**src/hw/rtl/chorus_pkg.sv**
```systemverilog
// Shared types and constants of the chorus modulated delay.
// Field widths, register codes, sequencer states and sine table constants.
// No dependencies; compile first.
package chorus_pkg;

	// Register and field widths
	localparam int BASE_W  = 11;
	localparam int DEPTH_W = 10;
	localparam int STEP_W  = 32;
	localparam int CFG_W   = 32;
	localparam int PADDR_W = 4;

	// Delay in whole samples: base plus the signed offset, clamped at zero
	localparam int D_W = BASE_W + 1;

	// Signed sine value, Q1.15
	localparam int SINE_W = 16;

	// Product depth * sine
	localparam int PROD_W = SINE_W + 1 + DEPTH_W;

	// Register reset values
	localparam logic [BASE_W-1:0]  BASE_RESET  = BASE_W'(512);
	localparam logic [DEPTH_W-1:0] DEPTH_RESET = DEPTH_W'(128);
	localparam logic [STEP_W-1:0]  STEP_RESET  = STEP_W'(89478);

	// Sine table generation: pi/2 in Q2.30 and the Taylor divisors (2n)(2n+1)
	localparam logic [63:0] HALF_PI_Q30 = 64'd1686629713;
	localparam int TAYLOR_TERMS = 8;
	localparam logic [63:0] TAYLOR_DIV [TAYLOR_TERMS] = '{
		64'd6, 64'd20, 64'd42, 64'd72, 64'd110, 64'd156, 64'd210, 64'd272
	};

	// Register indexes on the configuration port
	typedef enum logic [1:0] {
		REG_BASE  = 2'd0,
		REG_DEPTH = 2'd1,
		REG_STEP  = 2'd2
	} reg_idx_t;

	// Sequencer states
	typedef enum logic [2:0] {
		ST_CLEAR,
		ST_IDLE,
		ST_SINE,
		ST_MUL,
		ST_REM,
		ST_READ,
		ST_WRITE,
		ST_OUT
	} state_t;

endpackage

```
**src/hw/rtl/chorus_rem.sv**
```systemverilog
// Serial remainder unit: restoring division of the delay by the line length,
// one dividend bit per cycle. Depends on chorus_pkg.
module chorus_rem #(
	parameter int LEN_W = 12
) (
	input  logic                          clk,
	input  logic                          arst_n,
	input  logic                          start,
	input  logic [chorus_pkg::D_W-1:0]    dividend,
	input  logic [LEN_W-1:0]              divisor,
	output logic                          done,
	output logic [LEN_W-1:0]              rem
);
	import chorus_pkg::*;

	localparam int CNT_W = $clog2(D_W);

	logic             busy_q;
	logic             done_q;
	logic [CNT_W-1:0] cnt_q;
	logic [D_W-1:0]   num_q;
	logic [LEN_W-1:0] r_q;
	logic [LEN_W:0]   shifted;
	logic [LEN_W:0]   diff;
	logic             last;

	// Bring in the next dividend bit and subtract the divisor if it fits
	assign shifted = {r_q, num_q[D_W-1]};
	assign diff    = shifted - {1'b0, divisor};
	assign last    = (cnt_q == CNT_W'(D_W - 1));

	// Step control
	always_ff @(posedge clk or negedge arst_n) begin
		if (!arst_n) begin
			busy_q <= 1'b0;
			done_q <= 1'b0;
			cnt_q  <= '0;
		end else begin
			done_q <= busy_q && last;
			if (start) begin
				busy_q <= 1'b1;
				cnt_q  <= '0;
			end else if (busy_q) begin
				cnt_q <= cnt_q + CNT_W'(1);
				if (last) begin
					busy_q <= 1'b0;
				end
			end
		end
	end

	// Partial remainder and dividend shift register
	always_ff @(posedge clk) begin
		if (start) begin
			r_q   <= '0;
			num_q <= dividend;
		end else if (busy_q) begin
			num_q <= {num_q[D_W-2:0], 1'b0};
			if (shifted >= {1'b0, divisor}) begin
				r_q <= diff[LEN_W-1:0];
			end else begin
				r_q <= shifted[LEN_W-1:0];
			end
		end
	end

	assign done = done_q;
	assign rem  = r_q;

endmodule

```
**config.mk**
```make
export PLATFORM = sky130hd
export DESIGN_NAME = chorus_rem
export DESIGN_NICKNAME = d
export VERILOG_FILES = /design/src/hw/rtl/chorus_pkg.sv /design/src/hw/rtl/chorus_rem.sv
export SDC_FILE = /design/constraint.sdc
export NUM_CORES = 1
export LEC_CHECK = 0
export ABC_AREA = 1
export CAP_MARGIN = 20
export CORE_MARGIN = 10
export CORE_UTILIZATION = 32
export CTS_BUF_LIST = sky130_fd_sc_hd__clkbuf_2 sky130_fd_sc_hd__clkbuf_4 sky130_fd_sc_hd__clkbuf_8
export CTS_CLUSTER_DIAMETER = 150
export CTS_CLUSTER_SIZE = 16
export DETAILED_ROUTE_END_ITERATION = 8
export DONT_BUFFER_PORTS = 1
export HOLD_SLACK_MARGIN = 0.08
export PLACE_DENSITY = 0.56
export SLEW_MARGIN = 40
export SYNTH_ARGS = -nofsm -noshare
export SYNTH_HDL_FRONTEND = slang
export SYNTH_SLANG_ARGS = --single-unit
```
**constraint.sdc**
```tcl
create_clock -name clk -period 4.43 [get_ports clk]
set_clock_uncertainty 0.1 [all_clocks]
set_input_delay 1.329 -clock clk [delete_from_list [all_inputs] [get_ports clk]]
set_output_delay 1.329 -clock clk [all_outputs]
set_load 0.005 [all_outputs]
```
## Word level (Yosys, flattened, before mapping)

Index checks and enable logic that the tools add are counted.
Widths: inputs -> output; s select.

- Flip-flop bits (word level): 30
- Input bits: 27
- Word-level logic and storage cells: 19

- Add/sub/neg operators: 2
- $lt $le $gt $ge: 1
- Equal/unequal tests: 1
- Muxes and demuxes: 8
- Reductions and logical operators: 2

Operators by type and width:

| kind | count |
|---|---|
| $mux 12 | 3 |
| $ge 13x12->1 | 1 |
| $sub 12x12->12 | 1 |
| $mux 4 | 2 |
| $add 4x1->4 const B | 1 |
| $eq 4x4->1 const B | 1 |
| $mux 1 | 3 |
| $reduce_bool 2->1 | 1 |
| $logic_and 1x1->1 | 1 |

## Logic depth before layout (Yosys ltp)

- Depth after elaboration: 4
- Depth in mapped cells: 12

## Least setup slack after synthesis

No wires, ideal clock.

- Path type: input-to-reg
- Start: input divisor[8]
- End: register r_q[0] (netlist: rem[0])
- Setup time: 0.113 ns
- Arrival: 2.551 ns
- Required time: 4.217 ns
- Setup slack: 1.665 ns
- Stages on the path: 11
- Path buffers: 1
- Path through: inv_1 > ha_1 > nand2_2 > inv_1 > nand2_1 > nand2_1 > a21oi_4 > buf_2 > nand4_1 > nand3_1 > nand2_1

- Word-level cells in the longest chain between the ends: 2

RTL lines:

| what | line | RTL |
|---|---|---|
| start: declaration | chorus_rem.sv:10 | `input logic [LEN_W-1:0] divisor,` |
| $ge 13x12->1 | chorus_rem.sv:59 | `if (shifted >= {1'b0, divisor}) begin` |
| $mux 12 | chorus_rem.sv:59 |  |
| end signal: assignment | chorus_rem.sv:60 | `r_q <= diff[LEN_W-1:0];` |
| end signal: assignment | chorus_rem.sv:62 | `r_q <= shifted[LEN_W-1:0];` |
| end: declaration | chorus_rem.sv:22 | `logic [LEN_W-1:0] r_q;` |

No other way between the ends.
A chain may end at the register's enable or synchronous reset.

## Final worst setup path

- Start: input divisor[7]
- End: register r_q[2] (netlist: rem[2])

Same word-level chain as after synthesis.

==> results.md <==
Clock tree:
- The H-tree depth is 2.
- The number of buffers inserted during clock tree synthesis is 5.
- No sink is reached through more buffers than the 2 on the longest clock path.
- The number of buffers inserted by hold repair at cts is 0.
- The CTS tree is yes.
- After clock tree synthesis, the clock-pin slew on the worst setup and hold paths is 0.06 ns.
- For this design, the sink count on the clock tree is 30.
- The cell at the root of the clock tree is sky130_fd_sc_hd__clkbuf_8.
- The post-cts resize count is 0.
- The later-pin clock latency in the skew report is 0.28 ns.
- Buffers added to address setup during post-CTS repair amount to 0.

Cells and area:
- The fraction of layout instances using a drive strength above 1 is 8.28%.
- Summing all non-filler instances in the final layout gives an area of 2350 um^2.
- From synthesis to final layout, the design area changed by 7.44%.
- The count of antenna diodes in the layout is 0.
- The final layout contains 354 nets.

Synthesis:
- For this run, the number of Yosys warnings is 0.
- Counting instances in the post-synthesis netlist gives the leading cell types as 117 x sky130_fd_sc_hd__nand2_1, 57 x sky130_fd_sc_hd__inv_1, 23 x sky130_fd_sc_hd__nand3_1, 15 x sky130_fd_sc_hd__nand4_1.
- In the post-synthesis netlist, the cell with the most instances is sky130_fd_sc_hd__nand2_1.
- The fraction of synthesis flops using an asynchronous set or reset pin is 20.0%.
- The xor-xnor portion of the synthesized cell area is 2.00%.
- The post-synth net total is 356.
- After synthesis, the mean cell area works out to 6.94 um^2.
- The top-area cell type share of the netlist area is 20.1%.
- After synthesis, the largest family of logic cells by area is simple AND/OR/NAND/NOR gates.
- The synthesized area is 2190 um^2.
- The primary flip-flop cell chosen by synthesis mapping is sky130_fd_sc_hd__edfxtp_1.
- The share of the Yosys chip area taken by registers is 34.3%.
- Synthesis produced 315 cells.
- Sorting the synthesized cells by area gives the leading types as sky130_fd_sc_hd__nand2_1 20%, sky130_fd_sc_hd__edfxtp_1 16%, sky130_fd_sc_hd__dfxtp_1 11%.
- The count of flip-flops with a built-in enable after synthesis is 12.
- The multiplexer area fraction after synthesis is 0%.
- After Yosys synthesis, full adders, half adders and majority gates account for 8.36% of the synthesized area.
- The synthesized netlist contains 30 unique library cells.
- After Yosys synthesis, and, or, nand and nor cells account for 40.1% of the synthesized area.
- The post-synthesis compound-gate area fraction is 2.80%.
- Synthesis inferred 30 register bits.
- Of all cell types, the one taking the most synthesized area is sky130_fd_sc_hd__nand2_1.

Routing:
- In the routed layout, each cell is associated on average with a via count of 4.72.
- The detail route stage leaves a number of antenna-violating nets equal to 0.
- For this run, design rule violations remaining after detail routing come to 0.
- Dividing the detail-routed wire length by the instance count gives 12.8 um.
- Summed over all layers, the routed wires come to 5030 um.
- The first-pass iteration count of the detailed router is 4.
- The count of routing violations after the opening detailed-route iteration is 65.
- Summing over every cut layer, the via total after detailed routing is 1859.

Outcome:
- The flow ran to the end, and the final reports show no timing, DRC or antenna violations.

Place:
- In this run the cell area measured after placement is 2240 um^2.
- The placed wire-length estimate after detailed placement is 4160 um.
- The number of port buffers is 0.
- At the end of routability-driven placement, the weighted congestion stood at 0.837.

Floorplan:
- The floorplan die area is 10500 um^2.
- The floorplan has 30 rows.
- The chip width is 103 um.
- The initial cell density of the core is 32.5%.
- The area inside the core boundary is 6720 um^2.
- From bottom edge to top edge, the die measures 103 um.
- In this run the count of I/O pins placed on the die edge is 40.

STA:
- The setup total negative slack is 0 ns.
- For the pin with the worst max-slew slack, the measured transition is 0.547 ns.
- Derived from the worst setup path, the maximum achievable clock frequency is 356 MHz.
- Dividing the final minimum period by the clock period gives 63.4%.
- Setup repair after global routing left no endpoint under its margin.
- The total count of hold-check failures in the final report is 0.
- The number of failing setup endpoints in the final timing report is 0.
- The worst path in the final design needs a cycle of 2.81 ns, including I/O delays and setup.
- The worst pin sits at a relative slew slack of 63.5%.
- The number of pins exceeding their max-slew limit in the final report is 0.

GRT:
- The global-route track usage on met1 is 12.8%.
- In the global route stage, met3 resource usage came out at 2.88%.
- The remaining global-route overflow is 0.
- The first global-routing pass estimated 8680 um of wire.
- Entering global routing, the biggest net connects 19 pins.
- The initial antenna violation count is 0.
- The global routing stage identified its most utilized layer as met2.
- The met2 track demand over resource is 16.6%.
- Global routing used 10.3% of the available tracks across all layers.
- The via count of the first global-routing pass is 1878.

Worst setup path:
- STA classifies the critical path startpoint as an input port.
- The critical path capture point type is a flop.
- The highest net fanout along the worst path is 13.
- The worst setup path is of the in -> reg kind.
- Data arrives at the worst endpoint at 2.91 ns.
- In this run the worst setup path begins at divisor[7].
- The reg-to-reg startpoint is rem[6]$_SDFFE_PP0P_.
- The critical path data required time is 4.53 ns.

Power:
- For this design the ratio of total power to cell area is 520 nW/um^2.
- The maximum resistive drop on vdd is 222 uV.
- The power after layout is 1.22 mW.
- The reported leakage power is 1.23 nW.

Hold path:
- The worst hold path class is reg -> reg.
- The worst hold path begins at cnt_q[2]$_DFFE_PN0P_.

Job:
- The number of max-cap violations is 0.
[worst max-delay path, stage by stage]
cell and delay (ns):
sky130_fd_sc_hd__inv_1 0.03, sky130_fd_sc_hd__ha_1 0.36, sky130_fd_sc_hd__nand2_2 0.13, sky130_fd_sc_hd__inv_1 0.04
sky130_fd_sc_hd__nand2_1 0.05, sky130_fd_sc_hd__nand2_1 0.09, sky130_fd_sc_hd__a21oi_4 0.32, sky130_fd_sc_hd__nand3_4 0.23
sky130_fd_sc_hd__nand2_1 0.11, sky130_fd_sc_hd__nand2_1 0.05, sky130_fd_sc_hd__o21ai_0 0.16
[per-layer routing]
layer | wire length [um] | vias to the layer above
li1 | - | 990
met5 | 0 | -
met2 | 2300 | 38
met1 | 2410 | 824
met4 | 77 | 0
met3 | 242 | 7
[registers in the layout, summed over array words and instances, names as in the netlist]
register / count
done: 1
rem: 12
cnt_q: 4
num_q: 12
busy_q: 1
[path summary, 6_finish.rpt]
check | slack (ns) | cells after the start | endpoint
setup / recovery | 1.62 | 11 | rem[2]$_SDFFE_PP0P_
hold / removal | 0.40 | 1 | done$_DFF_PN0_
setup reg to reg | 2.28 | 10 | rem[2]$_SDFFE_PP0P_
hold reg to reg | 0.40 | 1 | done$_DFF_PN0_
max in group asynchronous | 3.52 | 0 | busy_q$_DFF_PN0_
min in group asynchronous | 0.63 | 0 | cnt_q[0]$_DFFE_PN0P_
[cell usage in the layout (no fill, tap or decap), types with 5 or more instances in the layout]
master                     count
sky130_fd_sc_hd__xnor2_1       5
sky130_fd_sc_hd__inv_1        57
sky130_fd_sc_hd__nand4_1      15
sky130_fd_sc_hd__edfxtp_1     12
sky130_fd_sc_hd__nor2_1       11
sky130_fd_sc_hd__nand3_1      23
sky130_fd_sc_hd__nand3_2       6
sky130_fd_sc_hd__ha_1         13
sky130_fd_sc_hd__dfxtp_1      12
sky130_fd_sc_hd__clkbuf_8      5
sky130_fd_sc_hd__nand2_1     117
sky130_fd_sc_hd__dfrtp_1       6
[logic make-up after synthesis]
kind of cell	count (synthesis)
buffers and inverters	67
adder cells (fa/ha/maj)	14
flip-flops	30
XOR/XNOR	5
AND/OR/NAND/NOR	190
AO/OA/AOI/OAI	9
[area by class of cell]
class                      count  area, um^2
inverter                      58         218
tap                           80         100
sequential                    30         751
clock inverter                 2        33.8
clock buffer                   6        76.3
fill                         719        4370
multi-input combinational    218        1170
[per-stage QoR]
stage	worst slack, ns	hold slack [ns]	cells	utilization [%]
4_1_cts	1.62	0.396	394	34.9
3_3_place_gp	1.39	0.389	386	33.2
3_5_place_dp	1.31	0.374	386	33.3
6_report	1.62	0.400	394	35.0
5_1_grt	1.38	0.428	394	35.0
2_1_floorplan	1.67	0.354	315	-
[power breakdown]
group | internal (mW) | switching (mW)
sequential | 0.341 | 0.0694
combinational | 0.203 | 0.338
clock | 0.172 | 0.0985
Power figures use the tool's default switching activity.
