`src/hw/rtl/chorus_pkg.sv`:
```
// Shared types and constants of the chorus modulated delay.
// Field widths, register codes, sequencer states and sine table constants.
// No dependencies; compile first.
package chorus_pkg;

	// Register and field widths
	localparam int BASE_W  = 11;
	localparam int DEPTH_W = 10;
	localparam int STEP_W  = 32;
	localparam int CFG_W   = 32;
	localparam int PADDR_W = 4;

	// Delay in whole samples: base plus the signed offset, clamped at zero
	localparam int D_W = BASE_W + 1;

	// Signed sine value, Q1.15
	localparam int SINE_W = 16;

	// Product depth * sine
	localparam int PROD_W = SINE_W + 1 + DEPTH_W;

	// Register reset values
	localparam logic [BASE_W-1:0]  BASE_RESET  = BASE_W'(512);
	localparam logic [DEPTH_W-1:0] DEPTH_RESET = DEPTH_W'(128);
	localparam logic [STEP_W-1:0]  STEP_RESET  = STEP_W'(89478);

	// Sine table generation: pi/2 in Q2.30 and the Taylor divisors (2n)(2n+1)
	localparam logic [63:0] HALF_PI_Q30 = 64'd1686629713;
	localparam int TAYLOR_TERMS = 8;
	localparam logic [63:0] TAYLOR_DIV [TAYLOR_TERMS] = '{
		64'd6, 64'd20, 64'd42, 64'd72, 64'd110, 64'd156, 64'd210, 64'd272
	};

	// Register indexes on the configuration port
	typedef enum logic [1:0] {
		REG_BASE  = 2'd0,
		REG_DEPTH = 2'd1,
		REG_STEP  = 2'd2
	} reg_idx_t;

	// Sequencer states
	typedef enum logic [2:0] {
		ST_CLEAR,
		ST_IDLE,
		ST_SINE,
		ST_MUL,
		ST_REM,
		ST_READ,
		ST_WRITE,
		ST_OUT
	} state_t;

endpackage

```
`src/hw/rtl/chorus_mul.sv`:
```
// Serial multiplier: unsigned depth times signed sine, one depth bit per cycle.
// Depends on chorus_pkg.
module chorus_mul (
	input  logic                                 clk,
	input  logic                                 arst_n,
	input  logic                                 start,
	input  logic [chorus_pkg::DEPTH_W-1:0]       depth,
	input  logic signed [chorus_pkg::SINE_W-1:0] mcand,
	output logic                                 done,
	output logic signed [chorus_pkg::PROD_W-1:0] prod
);
	import chorus_pkg::*;

	localparam int CNT_W = $clog2(DEPTH_W);

	logic               busy_q;
	logic               done_q;
	logic [CNT_W-1:0]   cnt_q;
	logic signed [SINE_W:0] hi_q;
	logic [DEPTH_W-1:0] lo_q;
	logic signed [SINE_W:0] sum;
	logic               last;

	// Add the multiplicand when the current multiplier bit is set
	assign sum  = hi_q + (lo_q[0] ? {mcand[SINE_W-1], mcand} : '0);
	assign last = (cnt_q == CNT_W'(DEPTH_W - 1));

	// Step control
	always_ff @(posedge clk or negedge arst_n) begin
		if (!arst_n) begin
			busy_q <= 1'b0;
			done_q <= 1'b0;
			cnt_q  <= '0;
		end else begin
			done_q <= busy_q && last;
			if (start) begin
				busy_q <= 1'b1;
				cnt_q  <= '0;
			end else if (busy_q) begin
				cnt_q <= cnt_q + CNT_W'(1);
				if (last) begin
					busy_q <= 1'b0;
				end
			end
		end
	end

	// Shift the partial product right by one bit each step
	always_ff @(posedge clk) begin
		if (start) begin
			hi_q <= '0;
			lo_q <= depth;
		end else if (busy_q) begin
			hi_q <= sum >>> 1;
			lo_q <= {sum[0], lo_q[DEPTH_W-1:1]};
		end
	end

	assign done = done_q;
	assign prod = {hi_q, lo_q};

endmodule

```
`config.mk`:
```
export PLATFORM = sky130hd
export DESIGN_NAME = chorus_mul
export DESIGN_NICKNAME = d
export VERILOG_FILES = /design/src/hw/rtl/chorus_pkg.sv /design/src/hw/rtl/chorus_mul.sv
export SDC_FILE = /design/constraint.sdc
export NUM_CORES = 1
export LEC_CHECK = 0
export BUFFER_PORTS_ARGS = -buffer_cell sky130_fd_sc_hd__buf_2
export CORE_MARGIN = 5
export CORE_UTILIZATION = 52
export CTS_CLUSTER_SIZE = 12
export DETAILED_ROUTE_END_ITERATION = 7
export GPL_TIMING_DRIVEN = 0
export PLACE_DENSITY_LB_ADDON = 0.2
export SYNTH_ARGS = -nofsm -noshare
export SYNTH_HDL_FRONTEND = slang
export SYNTH_SLANG_ARGS = --single-unit
```
`constraint.sdc`:
```
create_clock -name clk -period 3.5 [get_ports clk]
set_input_delay 0 -clock clk [delete_from_list [all_inputs] [get_ports clk]]
set_output_delay 0 -clock clk [all_outputs]
set_load 0.02 [all_outputs]
```
=== Word level (Yosys, flattened, before mapping) ===
Index checks and enable logic that the tools add are counted.
Widths: inputs -> output; s select.

* Add/sub/neg operators: 2
* $mul: 0
* Divide/modulo/power cells: 0
* Magnitude comparators: 0
* Equality and inequality tests: 1
* Shifts and indexed selects: 0
* Multiplexer cells: 8
* Bitwise gates (word level): 0
* Reduce and logical (&&, ||, !) cells: 2

{| class="wikitable"
|+ Operators by type and width
! operator !! number
|-
| $mux 10 || 2
|-
| $add 17x17->17 || 1
|-
| $mux 17 || 1
|-
| $mux 4 || 2
|-
| $add 4x1->4 const B || 1
|-
| $eq 4x4->1 const B || 1
|-
| $mux 1 || 3
|-
| $reduce_bool 2->1 || 1
|-
| $logic_and 1x1->1 || 1
|}

* Bits in registers: 32
* Latch bits: 0
* RAM bits: 0
* ROM bits: 0
* Input bits: 29
* Output and inout bits: 28
* Word-level logic and storage cells: 18
* Memories: 0

=== Longest topological paths before layout ===
Gate-level depths: netlist of run 1.

* Depth after elaboration: 4
* Mapped depth: 10
* Mapped depth without buffers: 9

=== Worst setup path before layout of run 1 ===
OpenSTA, ideal clock, no wires.

* Kind: register to register
* Start point: reg lo_q[0]
* End point: reg hi_q[9]
* Setup time: 125 ps
* Arrival: 2429 ps
* Slack: 946 ps
* Cell stages (with the launch flop): 10
* Path buffers: 0
* Period minus slack after synthesis: 2554 ps
* Cells stage by stage: edfxtp_1 and2_1 ha_1 fa_1 a21o_1 a311oi_1 nor2_1 a41oi_2 xor2_1 o21ai_1

* Longest elaborated chain between the ends: 2

{| class="wikitable"
|+ Ends and longest elaborated chain
! element !! RTL line !! RTL
|-
| from (decl) || chorus_mul.sv:20 || <nowiki>logic [DEPTH_W-1:0] lo_q;</nowiki>
|-
| from (signal assigned) || chorus_mul.sv:52 || <nowiki>lo_q <= depth;</nowiki>
|-
| from (signal assigned) || chorus_mul.sv:55 || <nowiki>lo_q <= {sum[0], lo_q[DEPTH_W-1:1]};</nowiki>
|-
| $mux 17 || chorus_mul.sv:25 || <nowiki>assign sum = hi_q + (lo_q[0] ? {mcand[SINE_W-1], mcand} : '0);</nowiki>
|-
| $add 17x17->17 || chorus_mul.sv:25 ||
|-
| to (signal assigned) || chorus_mul.sv:54 || <nowiki>hi_q <= sum >>> 1;</nowiki>
|-
| to (decl) || chorus_mul.sv:19 || <nowiki>logic signed [SINE_W:0] hi_q;</nowiki>
|}

No other way between the ends.
A chain may end at the register's enable or synchronous reset.

=== Worst setup path in the final report of run 1 ===
Same ends and word-level chain as after synthesis.

==> impl_metrics.ini, run 1 <==
[cts]
cts_buffers = 5
clk_pin_slew_worst_paths_ns = 0.07
clock-sinks = 32
insertion_delay_ns = 0.28
root_buffer = clkbuf_8
cts.repair.resized = 0
cts_tree = done
htreeDepth = 2
cts_buffer_depth = 2

[power_and_ir_drop]
p_total_mw = 1.42
ir_worst_vdd_mv = 0.323
p_leak_nw = 1.18
powerDensity_nw_per_um2 = 568

[routing]
viasPerCell = 5.49
drtAntennaViolNets = 0
first_pass_iters = 4
wl_per_cell_um = 14.1
highest_layer = met4
met1_length_mm = 1.95
drc = 0
drt-initial-drc-count = 83
vias = 1757
wl_met3_um = 346
drt-total-wl_mm = 4.51
wl_met2_mm = 2.19

[layout]
area_growth_syn_to_layout_pct = 22.7
final_util_pct = 67.1
fillers = 342
stdcell_count = 320
antennaDiodeCount = 0
layout_commonest_cell = buf_2
nets = 319
mostFrequentLayoutCells = 55 x buf_2, 19 x nor2_1, 18 x ha_1
drive_above_1_share_pct = 30.1

[yosys]
syn_avg_cell_area_um2 = 9.76
synth_cell_types = 46
synth_fp_nets = 256
ys_ff_latch = 32
synth_area_um2 = 2030
synth-edff-count = 10
synthFlopType = dfxtp_1
synth_top_area_share_pct = 15.8
ys_seq_area_share_pct = 38.0
ys.warnings.count = 0
synthCells = 208
ys_top_cells_by_area = dfxtp_1 16%, edfxtp_1 15%, ha_1 11%
synth.largest_area_cell = dfxtp_1
postSynth.asyncResetShare_pct = 18.8

[worst_setup_path]
crit_fanout = 8
crit_required_ns = 3.66
setup.worst_path.start_class = flip-flop
ff2ff_setup_slack_ns = 0.71
critPathArrivalTime_ns = 2.95
critPathKind = reg2reg
cp-end-kind = flip-flop
startpoint = lo_q[0]$_DFFE_PP_
rr_startpoint = lo_q[0]$_DFFE_PP_

[timing]
slew_viol_final = 0
rsz0062_at_grt = no
timing.fmax_mhz = 358
tightest_slew_ns = 0.604
setup_violations = 0
relSlewSlack_pct = 59.7
finalSetupTns_ns = 0
fin_crit_sh_pct = 79.8
hold_viol_final = 0
finalClockSkew_ns = 0.00508
fin_crit_ns = 2.79

[placement]
gp_congestion = 0.779
io_buffers = 55
dp_hpwl_mm = 3.47
dp.cells = 311

[floorplanning]
die_x_um = 72.5
coreArea_um2 = 3720
die_area_um2 = 5250
io_pins = 57
die_h_um = 72.5
start_util_pct = 54.6
std_cell_rows = 22

[grt]
grt_use_total_pct = 18.2
grt-ovfl-total = 0
grt_max_degree = 11
grt_pass1_wl_mm = 7.52
grt_pass1_vias = 1741
antenna_found_initial = 0

[run_status]
outcome = finished, final reports clean

[run]
max-cap-violations = 0

[worst_hold_path]
min_path_type = in2reg
hold_start = depth[6]
[synth_stat cells (2+ instances only)]
master / instances
and2_1: 16
a211oi_1: 2
o21ai_1: 3
buf_1: 2
dfrtp_1: 6
nand3_1: 2
o211ai_1: 2
mux2_2: 10
o21ai_0: 12
o21bai_1: 2
nor3_1: 3
dfxtp_1: 16
xnor2_1: 6
clkbuf_1: 6
xor2_1: 8
nor2_1: 19
a21o_1: 3
inv_1: 3
edfxtp_1: 10
mux2i_1: 4
ha_1: 18
nand2_1: 16
nand4_1: 4
a21oi_1: 13
[layer usage]
metal | GRT usage (%) | vias up
met2 | 31.1 | 54
met1 | 21.9 | 827
met5 | 0 | -
met4 | 4.92 | 0
met3 | 5.82 | 4
li1 | - | 872
[area by class of cell]
cell class	instances	area [µm²]	share of cell area, %
plain buffers	9	37.5	1.51
clock buffers	6	82.6	3.31
clock inverters	2	33.8	1.36
inverters	3	11.3	0.452
multi-input cells	164	1210	48.6
flip-flops and latches	32	771	30.9
well taps	48	60.1	2.41
repair buffers	56	285	11.4
[metrics by stage]
stage | hold WS [ns] | setup WS [ns] | instance area [µm²]
2_1_floorplan | -0.296 | 0.946 | 2030
3_3_place_gp | -0.172 | 0.738 | 2370
3_5_place_dp | -0.168 | 0.729 | 2370
4_1_cts | 0.0124 | 0.707 | 2490
5_1_grt | 0.00684 | 0.470 | 2490
6_report | 0.0209 | 0.706 | 2490
[worst max-delay path, cell delays in order, from the launching register on]
cell and delay, ns:
edfxtp_1 0.50, and2_1 0.19, ha_1 0.20, fa_1 0.41, a21o_1 0.22, a311oi_1 0.52, nor2_1 0.14, a41oi_2 0.24
xor2_1 0.17, o21ai_1 0.07
[where the power goes]
group / leakage [nW] / internal, mW / switching, mW
sequential: 0.315 / 0.455 / 0.0523
combinational: 0.810 / 0.228 / 0.316
clock: 0.0588 / 0.229 / 0.137
total: 1.18 / 0.912 / 0.505
[repair_timing]
action | CTS | global route
endpoints found under the hold margin | 6 | 0
setup endpoints to repair | 0 | 0
setup buffers | 0 | 0
hold buffers | 1 | 0
[worst paths after layout]
kind | endpoint | cells after the start
max in group asynchronous | busy_q$_DFF_PN0_ | 2
worst min register to register | hi_q[9]$_SDFFE_PP0P_ | 2
worst max register to register | hi_q[9]$_SDFFE_PP0P_ | 9
worst max-delay path | hi_q[9]$_SDFFE_PP0P_ | 9
worst min-delay path | lo_q[6]$_DFFE_PP_ | 2
min in group asynchronous | done$_DFF_PN0_ | 2
[registers in the layout, indices dropped and copies added, names as in the netlist]
signal and count:
hi_q 16, cnt_q 4, busy_q 1, done 1, lo_q 10
[cells by family after synthesis]
logic type	count (synthesis)	share of synthesized area, %
compound gates	47	15.9
xor+xnor	14	6.04
fa+ha+maj	19	12.1
buf+inv	12	2.40
flops	32	38.0
mux	15	8.26
simple gates	69	17.4
No activity file was read; power rests on OpenSTA's default activity.
==> run 2, diff against run 1 <==
--- a/config.mk
+++ b/config.mk
@@ -5,9 +5,10 @@
 export SDC_FILE = /design/constraint.sdc
 export NUM_CORES = 1
 export LEC_CHECK = 0
+export ABC_AREA = 1
 export BUFFER_PORTS_ARGS = -buffer_cell sky130_fd_sc_hd__buf_2
 export CORE_MARGIN = 5
-export CORE_UTILIZATION = 52
+export CORE_UTILIZATION = 54
 export CTS_CLUSTER_SIZE = 12
 export DETAILED_ROUTE_END_ITERATION = 7
 export GPL_TIMING_DRIVEN = 0
==> constraint.sdc (replaced) <==
create_clock -name clk -period 2.8 [get_ports clk]
set_input_delay 0 -clock clk [delete_from_list [all_inputs] [get_ports clk]]
set_output_delay 0 -clock clk [all_outputs]
set_load 0.02 [all_outputs]
==> run 2 against run 1 <==
  * Hold slack better by 0.045 ns
  * Combinational power down 14%
  * Highest routed layer unchanged
  * Final area up 17%
  * Clock-buffer cell count up 2
  * Sequential share of layout area down 4.4 points
  * Global-route usage up 0.99 points
  * Synthesized cell count up 72%
  * Critical endpoint is now hi_q[11]$_SDFFE_PP0P_
==> impl_metrics.ini, run 2 <==
[layout]
layout_commonest_cell = nand2_1
area_growth_syn_to_layout_pct = 23.6
registers.top_by_ff_count = hi_q
mostFrequentLayoutCells = 154 x nand2_1, 65 x inv_1, 58 x buf_2
largest_register_ffs = 16
multi_input_comb_area_um2 = 1290
seqCellArea_um2 = 771
nets = 479
drive_above_1_share_pct = 21.3
reg_top3 = hi_q: 16 flops, lo_q: 10 flops, cnt_q: 4 flops
fillers = 397
antennaDiodeCount = 0
stdcell_count = 484

[floorplanning]
die_h_um = 76.0
io_pins = 57
die_area_um2 = 5780
std_cell_rows = 24
coreArea_um2 = 4290
die_x_um = 76.0
start_util_pct = 54.8

[yosys]
ys_seq_area_share_pct = 32.7
synth_fp_nets = 405
syn_avg_cell_area_um2 = 6.60
synth_top_area_share_pct = 24.5
synthMostInstantiatedCell = nand2_1
postSynth.asyncResetShare_pct = 18.8
ys_ff_latch = 32
synth-edff-count = 10
synthFlopType = dfxtp_1
synth_area_um2 = 2350
ys.warnings.count = 0
synth_cell_types = 29
ys_top_cells_by_area = nand2_1 25%, dfxtp_1 14%, edfxtp_1 13%
synthCells = 357
synth.largest_area_cell = nand2_1
yosys-top-cells-count = 154 x nand2_1, 65 x inv_1, 18 x ha_1

[grt]
grt_use_total_pct = 19.1
antenna_found_initial = 0
grt_max_degree = 12
grt_pass1_wl_mm = 9.35
grt_pass1_vias = 2253
grt-ovfl-total = 0

[run]
max-cap-violations = 0

[timing]
fin_crit_sh_pct = 80.7
fin_crit_ns = 2.26
slew_viol_final = 0
finalSetupTns_ns = 0
tightest_slew_ns = 0.425
rsz0062_at_grt = no
relSlewSlack_pct = 71.7
timing.fmax_mhz = 443
hold_viol_final = 0
finalClockSkew_ns = 0.0101
setup_violations = 0

[worst_setup_path]
path_common_cell = nand2_1
startpoint = lo_q[0]$_DFFE_PP_
max_stage_delay_ns = 0.34
crit_fanout = 10
rr_startpoint = lo_q[0]$_DFFE_PP_
cp_slowest_cell = edfxtp_1
critPathKind = reg2reg
crit_end = hi_q[11]$_SDFFE_PP0P_
setup.worst_path.start_class = flip-flop
crit_required_ns = 2.98
ff2ff_setup_slack_ns = 0.54
cp-end-kind = flip-flop
path_cells = clkbuf_1 > buf_2 > nand2_1 > inv_1 > ha_1 > nand2_1 > inv_1 > a21oi_1 > nand2_2 > nand2_1 > nand3_1 > nand3_1 > nand2_1
critPathArrivalTime_ns = 2.44
worst_r2r_path_depth = 13
r2r_end = hi_q[11]$_SDFFE_PP0P_

[cts]
root_buffer = clkbuf_8
cts_buffer_depth = 2
cts.repair.resized = 0
insertion_delay_ns = 0.29
cts-hold-fix-buffers = 11
clock-sinks = 32
cts_tree = done
htreeDepth = 2
clk_pin_slew_worst_paths_ns = 0.07
post_cts_buffers = 0
cts_buffers = 5

[power_and_ir_drop]
p_comb_share_pct = 32.3
p_int_mw = 0.934
p_sw_mw = 0.505
p_seq_share_pct = 39.8
ir_worst_vdd_mv = 0.293
powerDensity_nw_per_um2 = 494
clkPwrFrac_pct = 27.9
p_leak_nw = 1.80
switching_share_pct = 35.1

[routing]
drt-total-wl_mm = 5.46
drc = 0
vias = 2314
drt-initial-drc-count = 85
drtAntennaViolNets = 0
viasPerCell = 4.78
wl_per_cell_um = 11.3
first_pass_iters = 5

[placement]
io_buffers = 56
dp.cells = 465
gp_congestion = 0.862
dp_hpwl_mm = 4.10

[run_status]
outcome = finished, final reports clean

[worst_hold_path]
min_path_type = in2async
-- run 2: cell count changes after synthesis, sizes merged, moves of 4 or more --
cell / delta
mux2i: -4
xor2: -8
inv: +64
and2: -16
o21ai: -7
nor2: -7
xnor2: -6
mux2: -11
nand2: +147
nand3: +18
-- run 2: area by class of cell --
cell class / instances / share of cell area, %
Tap cell: 52 / 2.24
Inverter: 67 / 8.64
Sequential cell: 32 / 26.5
Timing Repair Buffer: 67 / 13.4
Buffer: 7 / 1.38
Multi-Input combinational cell: 251 / 44.4
Clock buffer: 8 / 3.44
-- run 2: stage by stage --
stage	hold slack [ns]	area, µm²	worst slack (ns)	util [%]	power, mW
4_1_cts	0.0602	2910	0.516	67.8	1.45
2_1_floorplan	-0.296	2350	0.778	-	0.905
3_5_place_dp	-0.170	2700	0.535	62.9	1.04
6_report	0.0664	2910	0.541	67.8	1.44
5_1_grt	0.0744	2910	0.317	67.8	1.54
3_3_place_gp	-0.172	2700	0.581	62.9	1.03
-- run 2: critical path, delay by kind of cell, from the launching register on --
family	cells	cell delay [ns]
adders and majority gates	1	0.27
buffers and inverters	4	0.75
and+or+nand+nor	7	0.59
DFF	1	0.34
AOI/OAI and AO/OA	1	0.19
-- run 2: metal layers --
| layer | GRT usage [%] | vias to the layer above | part of all wire (%) |
|---|---|---|---|
| met5 | 0 | - | 0 |
| met4 | 6.58 | 0 | 1.6 |
| met3 | 4.96 | 10 | 5.0 |
| met2 | 34.7 | 46 | 49 |
| met1 | 21.4 | 1019 | 44 |
| li1 | - | 1239 | - |
-- run 2: kinds of logic (layout without fill, tap and decap cells) --
family,count (synthesis),after routing,synth area share [%]
buffers and inverters,74,149,12.4
AOI/OAI and AO/OA,27,27,6.27
adders and majority gates,19,19,10.4
DFF,32,32,32.7
and+or+nand+nor,205,205,38.2
-- run 2: worst min path at each step --
stage | start | endpoint | slack (ns) | cells after the start
floorplan | arst_n | busy_q$_DFF_PN0_ | -0.30 | 0
global placement | arst_n | busy_q$_DFF_PN0_ | -0.17 | 1
detailed placement | arst_n | busy_q$_DFF_PN0_ | -0.17 | 1
CTS | arst_n | busy_q$_DFF_PN0_ | 0.06 | 2
global route | arst_n | cnt_q[3]$_DFFE_PN0P_ | 0.07 | 2
finish | arst_n | cnt_q[3]$_DFFE_PN0P_ | 0.07 | 2
-- run 2: power by group through the flow --
stage                     Sequential, mW  Clock (mW)  Combinational, mW
after floorplan                    0.639           0              0.266
after global placement             0.581           0              0.445
after detailed placement           0.582           0              0.453
after CTS                          0.573       0.410              0.467
after global routing               0.580       0.433              0.523
final                              0.573       0.401              0.465
==> run 3, diff against run 2 <==
==> constraint.sdc (replaced) <==
create_clock -name clk -period 2.2 [get_ports clk]
set_input_delay 0 -clock clk [delete_from_list [all_inputs] [get_ports clk]]
set_output_delay 0 -clock clk [all_outputs]
set_load 0.02 [all_outputs]
==> run 3 against run 2 <==
  * Total power increased by 28%
  * Setup slack got worse by 0.36 ns
  * Register-to-register slack got worse by 0.36 ns
  * Combinational power increased by 28%
  * Clock-buffer cell count unchanged
  * Highest routed layer unchanged
  * Via count increased by 0.86%
  * Sequential share of layout area decreased by 0.12 points
  * Cell count increased by 0.21%
==> impl_metrics.ini, run 3 (synthesis gave the netlist of run 2 again) <==
[worst_setup_path]
crit_fanout = 10
setup.worst_path.start_class = flip-flop
critPathKind = reg2reg
path_cells = buf_4 > nand2_1 > inv_1 > ha_1 > nand2_1 > inv_1 > a21oi_1 > nand2_2 > nand2_1 > nand3_1 > nand3_1 > nand2_1
cp_top_family = simple AND/OR/NAND/NOR gates
cp_slowest_cell = edfxtp_1
crit_buf_inv = 3
crit_required_ns = 2.38
max_stage_delay_ns = 0.46
critPathArrivalTime_ns = 2.20
cp-end-kind = flip-flop
path_common_cell = nand2_1
ff2ff_setup_slack_ns = 0.18

[placement]
io_buffers = 56
dp.cells = 465
gp_congestion = 0.862
dp_hpwl_mm = 4.10

[run]
max-cap-violations = 0

[timing]
tightest_slew_ns = 0.430
rsz0062_at_grt = no
slew_viol_final = 0
fin_crit_sh_pct = 91.8
setup_violations = 0
timing.fmax_mhz = 495
hold_viol_final = 0
fin_crit_ns = 2.02
relSlewSlack_pct = 71.3
finalClockSkew_ns = 0.00940

[floorplanning]
die_h_um = 76.0
io_pins = 57
die_area_um2 = 5780
std_cell_rows = 24
start_util_pct = 54.8
coreArea_um2 = 4290
die_x_um = 76.0

[routing]
first_pass_iters = 4
wl_per_cell_um = 11.4
drt-total-wl_mm = 5.51
drtAntennaViolNets = 0
drt-initial-drc-count = 86
viasPerCell = 4.81
drc = 0
vias = 2334

[layout]
registers.top_by_ff_count = hi_q
drive_above_1_share_pct = 21.7
final_util_pct = 68.1
reg_top3 = hi_q: 16 flops, lo_q: 10 flops, cnt_q: 4 flops
stdcell_count = 485
nets = 480
largest_register_ffs = 16
antennaDiodeCount = 0
area_growth_syn_to_layout_pct = 24.2
fillers = 392
mostFrequentLayoutCells = 154 x nand2_1, 65 x inv_1, 57 x buf_2
layout_commonest_cell = nand2_1

[grt]
busiest_layer = met2
grt-ovfl-total = 0
met1_usage_pct = 21.6
antenna_found_initial = 0
grt_max_degree = 12
grt_pass1_vias = 2243
grt_pass1_wl_mm = 9.34
grt_use_total_pct = 19.2
use_met3_pct = 5.08
grt_util_met2_pct = 34.4

[cts]
clk_pin_slew_worst_paths_ns = 0.07
htreeDepth = 2
root_buffer = clkbuf_8
insertion_delay_ns = 0.28
cts_buffers = 5
cts_tree = done
clock-sinks = 32
cts_buffer_depth = 2

[power_and_ir_drop]
p_leak_nw = 1.81
ir_worst_vdd_mv = 0.363
powerDensity_nw_per_um2 = 628

[run_status]
outcome = finished, final reports clean

[worst_hold_path]
min_path_type = in2async
-- run 3: through the flow --
step                      setup TNS, ns  instance area, µm²  hold WS [ns]  setup slack, ns  power [mW]
final                                 0                2920        0.0688            0.180        1.84
after global routing                  0                2920        0.0744          0.00310        1.96
after CTS                             0                2910        0.0602            0.103        1.85
after detailed placement         -0.246                2700        -0.170          -0.0653        1.32
after global placement          -0.0238                2700        -0.172          -0.0191        1.31
after floorplan                       0                2350        -0.296            0.178        1.15
-- run 3: repair_timing --
item / 4_1_cts / 5_1_grt
endpoints found under the setup margin: 8 / 9
endpoints found under the hold margin: 16 / 0
resized for setup: 1 / 0
hold buffers: 11 / 0
setup buffers: 0 / 2
-- run 3: final cells by class --
type | count | area (µm²) | share of cell area [%]
timing repair buffer | 69 | 405 | 13.9
tap | 52 | 65.1 | 2.23
sequential | 32 | 771 | 26.4
multi-input combinational | 251 | 1290 | 44.2
buffer | 6 | 38.8 | 1.33
clock buffer | 8 | 100 | 3.42
inverter | 67 | 251 | 8.60
-- run 3: final timing paths --
check / cells past startpoint / startpoint / endpoint
max in group asynchronous: 2 / arst_n / done$_DFF_PN0_
max: 12 / lo_q[0]$_DFFE_PP_ / hi_q[11]$_SDFFE_PP0P_
min reg2reg: 2 / hi_q[9]$_SDFFE_PP0P_ / hi_q[9]$_SDFFE_PP0P_
max reg2reg: 12 / lo_q[0]$_DFFE_PP_ / hi_q[11]$_SDFFE_PP0P_
min in group clk: 4 / start / cnt_q[2]$_DFFE_PN0P_
min: 2 / arst_n / cnt_q[3]$_DFFE_PN0P_
-- run 3: power breakdown --
group | internal (mW) | switching, mW
Clock | 0.286 | 0.223
Combinational | 0.228 | 0.368
Sequential | 0.680 | 0.0516
-- run 3: metal layers --
metal,vias up,share of wire [%],wire length [µm]
met1,1030,44,2430
met3,10,5.5,301
met5,-,0,0
met4,0,1.5,85
li1,1243,-,-
met2,51,49,2700
